## config.mk

```make
export PLATFORM = sky130hd
export DESIGN_NAME = bte_mul
export DESIGN_NICKNAME = d
export VERILOG_FILES = /design/src/bte_pkg.sv /design/src/bte_mul.sv
export SDC_FILE = /design/constraint.sdc
export NUM_CORES = 2
export LEC_CHECK = 0
export BUFFER_PORTS_ARGS = -buffer_cell sky130_fd_sc_hd__buf_2
export CORE_ASPECT_RATIO = 0.8
export CORE_MARGIN = 2
export CORE_UTILIZATION = 45
export DETAILED_ROUTE_END_ITERATION = 10
export GPL_TIMING_DRIVEN = 1
export HOLD_SLACK_MARGIN = 0.03
export SYNTH_ARGS = -nofsm -noshare
export SYNTH_HDL_FRONTEND = slang
export SYNTH_SLANG_ARGS = --single-unit
```

## constraint.sdc

```tcl
create_clock -name clk -period 8.3 [get_ports clk]
set_input_delay 0 -clock clk [delete_from_list [all_inputs] [get_ports clk]]
set_output_delay 0 -clock clk [all_outputs]
set_load 0.01 [all_outputs]
```

## src/bte_pkg.sv

```systemverilog
// ----------------------------------------------------------------------------
// bte_pkg
// Types, constants and fixed-point helpers of the Bezier trajectory evaluator
// ----------------------------------------------------------------------------
package bte_pkg;

    localparam int JOINTS  = 10;
    localparam int NCOEF   = 6;
    localparam int ADDR_W  = $clog2(JOINTS * NCOEF);
    localparam int JW      = 4;
    localparam int PROD_W  = 52;
    localparam int ACC_W   = 48;
    localparam int OPA_W   = 30;
    localparam int OPB_W   = 22;

    localparam logic [16:0] ONE_Q16 = 17'd65536;

    localparam logic ACT_LOAD = 1'b0;
    localparam logic ACT_EVAL = 1'b1;

    typedef struct packed {
        logic              action;
        logic [3:0]        joint_sel;
        logic [2:0]        coef_index;
        logic signed [23:0] coef_value;
        logic [16:0]       tau;
    } cmd_t;

    typedef struct packed {
        logic [3:0]         joint_out;
        logic signed [23:0] position;
        logic signed [31:0] velocity;
        logic               last;
    } res_t;

    typedef struct packed {
        logic signed [OPA_W-1:0] a;
        logic signed [OPB_W-1:0] b;
    } mul_req_t;

    // binomial weights, degree 5 (sel 0) or degree 4 (sel 1)
    function automatic logic [3:0] binom(input logic sel, input logic [2:0] j);
        logic [3:0] r;
        r = 4'd0;
        case (j)
            3'd0: r = 4'd1;
            3'd1: r = sel ? 4'd4 : 4'd5;
            3'd2: r = sel ? 4'd6 : 4'd10;
            3'd3: r = sel ? 4'd4 : 4'd10;
            3'd4: r = sel ? 4'd1 : 4'd5;
            3'd5: r = sel ? 4'd0 : 4'd1;
            default: r = 4'd0;
        endcase
        return r;
    endfunction

    // round half up from Q32 to Q16
    function automatic logic signed [PROD_W-1:0] rnd_q16(input logic signed [PROD_W-1:0] x);
        logic signed [PROD_W-1:0] s;
        s = x + 52'sd32768;
        return s >>> 16;
    endfunction

    function automatic logic signed [23:0] sat24(input logic signed [PROD_W-1:0] x);
        logic signed [23:0] r;
        if (x > 52'sd8388607)
            r = 24'sh7FFFFF;
        else if (x < -52'sd8388608)
            r = 24'sh800000;
        else
            r = x[23:0];
        return r;
    endfunction

    function automatic logic signed [31:0] sat32(input logic signed [PROD_W-1:0] x);
        logic signed [31:0] r;
        if (x > 52'sd2147483647)
            r = 32'sh7FFFFFFF;
        else if (x < -52'sd2147483648)
            r = 32'sh80000000;
        else
            r = x[31:0];
        return r;
    endfunction

endpackage

```

## src/bte_mul.sv

```systemverilog
// ----------------------------------------------------------------------------
// bte_mul
// Shared signed multiplier with a registered product, one result per cycle
// ----------------------------------------------------------------------------
module bte_mul
    import bte_pkg::*;
(
    input  logic                     clk,
    input  mul_req_t                 req,
    output logic signed [PROD_W-1:0] prod
);

    logic signed [PROD_W-1:0] prod_reg;

    // product register
    always_ff @(posedge clk)
    begin
        prod_reg <= PROD_W'(req.a * req.b);
    end

    assign prod = prod_reg;

endmodule

```

Yosys cells after proc, flatten, opt, wreduce, memory -nomap -nowiden
Index checks and enable logic that the tools add are counted.

Output and inout port bits: 52. ROM bits: 0. Register bits after elaboration: 52. RAM bits: 0. Bits of input ports: 53. Latch bits: 0. Memories: 0. Word-level logic and storage cells: 2.

Reduce and logical (&&, ||, !) cells: 0. Shifts and indexed selects: 0. Order comparisons: 0. Equal/unequal tests: 0. Divide/modulo/power cells: 0. Bitwise operators: 0. Add/sub/neg operators: 0. Muxes and demuxes: 0. Multiply operators: 1.

Operators by type and width (count): multiplier 30 x 22 -> 52 bit (1).

Longest topological paths before layout
Word-level depth: 1. Depth in mapped cells: 27. Depth with buffers taken out: 25.

Worst setup path after synthesis
No wires, ideal clock.

Kind: input-to-reg. From: in req[51] (netlist name). To: reg prod_reg[50], in the netlist prod[50]. Stages on the path: 24. Data required time: 8.182 ns. Arrival: 6.505 ns. Buffers on the path: 2. Slack: 1.676 ns. Setup time: 0.118 ns. Cell sequence: clkbuf_1 > and2_1 > fa_1 > inv_1 > fa_1 > inv_1 > fa_1 > inv_1 > fa_1 > inv_1 > fa_1 > fa_1 > inv_1 > fa_1 > inv_1 > ha_1 > clkbuf_8 > nand4_1 > a2111o_1 > o2111a_1 > nor3_1 > a41o_1 > a21oi_1 > xnor2_1.

Longest elaborated chain between the ends: 1.

RTL lines: start, declared (RTL line bte_mul.sv:9) `input mul_req_t req,`; multiplier 30 x 22 -> 52 bit (RTL line bte_mul.sv:18) `prod_reg <= PROD_W'(req.a * req.b);`; end signal, assigned (RTL line bte_mul.sv:18); end, declared (RTL line bte_mul.sv:13) `logic signed [PROD_W-1:0] prod_reg;`.

No other way between the ends.

Final worst setup path
From: in req[16] (netlist name). To: reg prod_reg[50], in the netlist prod[50].

The elaborated chain is that of the path after synthesis.

==> flow_summary_export.csv <==
group,metric,value,unit
route,num_vias,17432,
synthesis,netlist-cell-type-count,61,
clock_tree,ctsHtreeMaxLevel,2,
sta,worst_slew_pin_slew,0.903,ns
sta,finalCriticalPeriod,7.23,ns
synthesis,yosys.area_share.simple,0.151,
sta,finalHoldWorstSlack,0.260,ns
global_route,grt_pass1_wl,105000,um
route,vias_per_cell,5.15,
clock_tree,cts.path.max_buffers,2,
setup_path,worst_ep_arrival_time,7.47,ns
sta,slew_headroom,0.394,
route,post_drt_wl_per_cell,19.1,um
synthesis,synth_edf_count,0,
clock_tree,hold_buffers,0,
setup_path,path_max_fanout,30,
synthesis,async_flop_share,0,
sta,period_share,0.871,
die,die_y,214,um
clock_tree,cts-root-buf,"clkbuf_16",
route,drt_iter0_drc,983,
synthesis,syn_area,24800,um^2
route,ant_nets,0,
die,io_pins,105,
flow_run,drv_cap,0,
sta,hold_viol_final,0,
finish,area_delta_synth_final,4.10,%
global_route,antenna_found_initial,1,
sta,fin_setup_tns,0,ns
clock_tree,cts_setup_buffers,0,
place,gp_congestion,0.919,
synthesis,synth_fa_ha_area_frac,0.610,
synthesis,synth_area_per_cell,9.17,um^2
die,start_util,0.458,
synthesis,synth_top_family_by_area,"adder cells",
synthesis,synth-xor-area-share,0.0205,
place,dp_slack,0.849,ns
worst_hold_path,hold_class,"in2reg",
global_route,grt_overflow_total,0,
die,die_x,266,um
route,dr.pass1.iters,6,
place,hpwlAfterDp,52400,um
finish,diodes,0,
finish,drive_gt1_frac,0.0515,
synthesis,synth_compound_area_frac,0.0422,
sta,max_freq,0.138,GHz
die,dieArea,56900,um^2
clock_tree,clkSinkCount,52,
synthesis,synth.area.mux_share,0.000455,
sta,fin_ws,1.07,ns
synthesis,synth_ff_type,"dfxtp_1",
finish,fin_util,0.477,
setup_path,cp-end-kind,"register",
finish,fin_nets,3544,
global_route,grt_pass1_vias,19600,
clock_tree,clk_pin_slew_worst_paths,0.07,ns
setup_path,criticalPathCategory,"in2reg",
route,route.final.wire_length,64400,um
clock_tree,postCtsResizedCells,0,
synthesis,yosysWarnings,0,
synthesis,syn_inst,2702,
outcome,outcome,"completed",
route,drc,0,
clock_tree,cts_tree,"done",
global_route,grt_max_degree,32,
finish,largest_register_ff_count,52,
synthesis,ys_seq_area_frac,0.0420,
sta,setup_viol,0,
sta,rsz0062_at_grt,"false",
global_route,grt_usage,0.237,
die,rows,76,
synthesis,synth_nets,3567,
setup_path,required,8.53,ns
setup_path,cp-start-kind,"input port",
place,io_buffers,104,
sta,finalMaxSlewViolations,0,
die,core,54100,um^2
clock_tree,cts_buffers,5,
synthesis,synth_seq_cells,52,
## synth_stat cells (all sizes together) (2+ instances only)
cell type / n / share of area
a41o: 2 / 0.00081
a21o: 20 / 0.0061
nor4: 3 / 0.0014
nand4: 18 / 0.0054
inv: 720 / 0.11
a211oi: 5 / 0.0015
a21boi: 3 / 0.00091
nand2b: 9 / 0.0023
and2: 274 / 0.069
nor2: 25 / 0.0038
a21oi: 59 / 0.012
fa: 661 / 0.53
clkbuf: 136 / 0.021
xor2: 16 / 0.0057
xnor2: 42 / 0.015
o21ai: 25 / 0.0052
nor3: 7 / 0.0014
o221ai: 2 / 0.00071
nand3: 5 / 0.0010
nor2b: 24 / 0.0062
o31a: 2 / 0.00071
o211ai: 5 / 0.0015
dfxtp: 52 / 0.042
buf: 6 / 0.0020
nand2: 386 / 0.059
o41ai: 2 / 0.0013
o21bai: 15 / 0.0045
a31oi: 8 / 0.0025
ha: 151 / 0.076
## final cells by class
type                       count  area [um^2]
clock buffer                   5          125
clock inverter                 3         28.8
fill                        5147        28300
inverter                     721         2710
multi-input combinational   1786        20400
sequential                    52         1040
tap                          702          878
timing repair buffer         113          588
## metrics by stage
stage          area (um^2)  std cells
2_1_floorplan        24800       2702
3_3_place_gp         25600       3374
3_5_place_dp         25600       3374
4_1_cts              25800       3382
5_1_grt              25800       3382
6_report             25800       3382
## critical path: stages
cell	delay (ns)
buf_2	0.62
nand2_1	0.17
fa_1	0.58
inv_1	0.06
fa_1	0.56
fa_1	0.46
fa_1	0.55
fa_1	0.44
fa_1	0.51
inv_1	0.05
fa_1	0.51
inv_1	0.06
ha_1	0.40
a21o_1	0.22
o21bai_1	0.21
a311oi_1	0.77
o211a_1	0.42
o2111a_1	0.23
nor3_1	0.08
a41o_1	0.24
a21oi_1	0.17
xnor2_1	0.13
## kinds of logic (layout without fill, tap and decap cells)
| family | Yosys count | in the layout |
|---|---|---|
| buffers and inverters | 864 | 842 |
| XOR/XNOR | 58 | 58 |
| flip-flops | 52 | 52 |
| AO/OA/AOI/OAI | 159 | 159 |
| adder cells (fa/ha/maj) | 812 | 812 |
| AND/OR/NAND/NOR | 756 | 756 |
| multiplexers | 1 | 1 |
## final timing paths
| check | start | endpoint | slack, ns | depth (start not counted) |
|---|---|---|---|---|
| worst max-delay path | req[16] | prod[50]$_DFF_P_ | 1.07 | 22 |
| worst min-delay path | req[22] | prod[0]$_DFF_P_ | 0.26 | 2 |
## per-layer routing
layer  wire length [um]  part of all wire  track usage
met1              27300              0.42        0.313
met2              32800              0.51        0.422
met3               3180             0.049       0.0319
met4               1110             0.017       0.0459
met5                 13           0.00020            0
## cell usage in the layout, fill, tap and decap left out, drive strengths merged, types with 3 or more instances in the layout
cell    Yosys  layout
inv       720     723
fa        661     661
nand2     386     386
and2      274     274
ha        151     151
buf         6     113
a21oi      59      59
dfxtp      52      52
xnor2      42      42
nor2       25      25
o21ai      25      25
nor2b      24      24
a21o       20      20
nand4      18      18
xor2       16      16
o21bai     15      15
nand2b      9       9
a31oi       8       8
nor3        7       7
o211ai      5       5
a211oi      5       5
nand3       5       5
clkbuf    136       5
a21boi      3       3
nor4        3       3
Power is not shown: default switching activity piles up to over one toggle a cycle in this logic, so the estimate is an artifact.
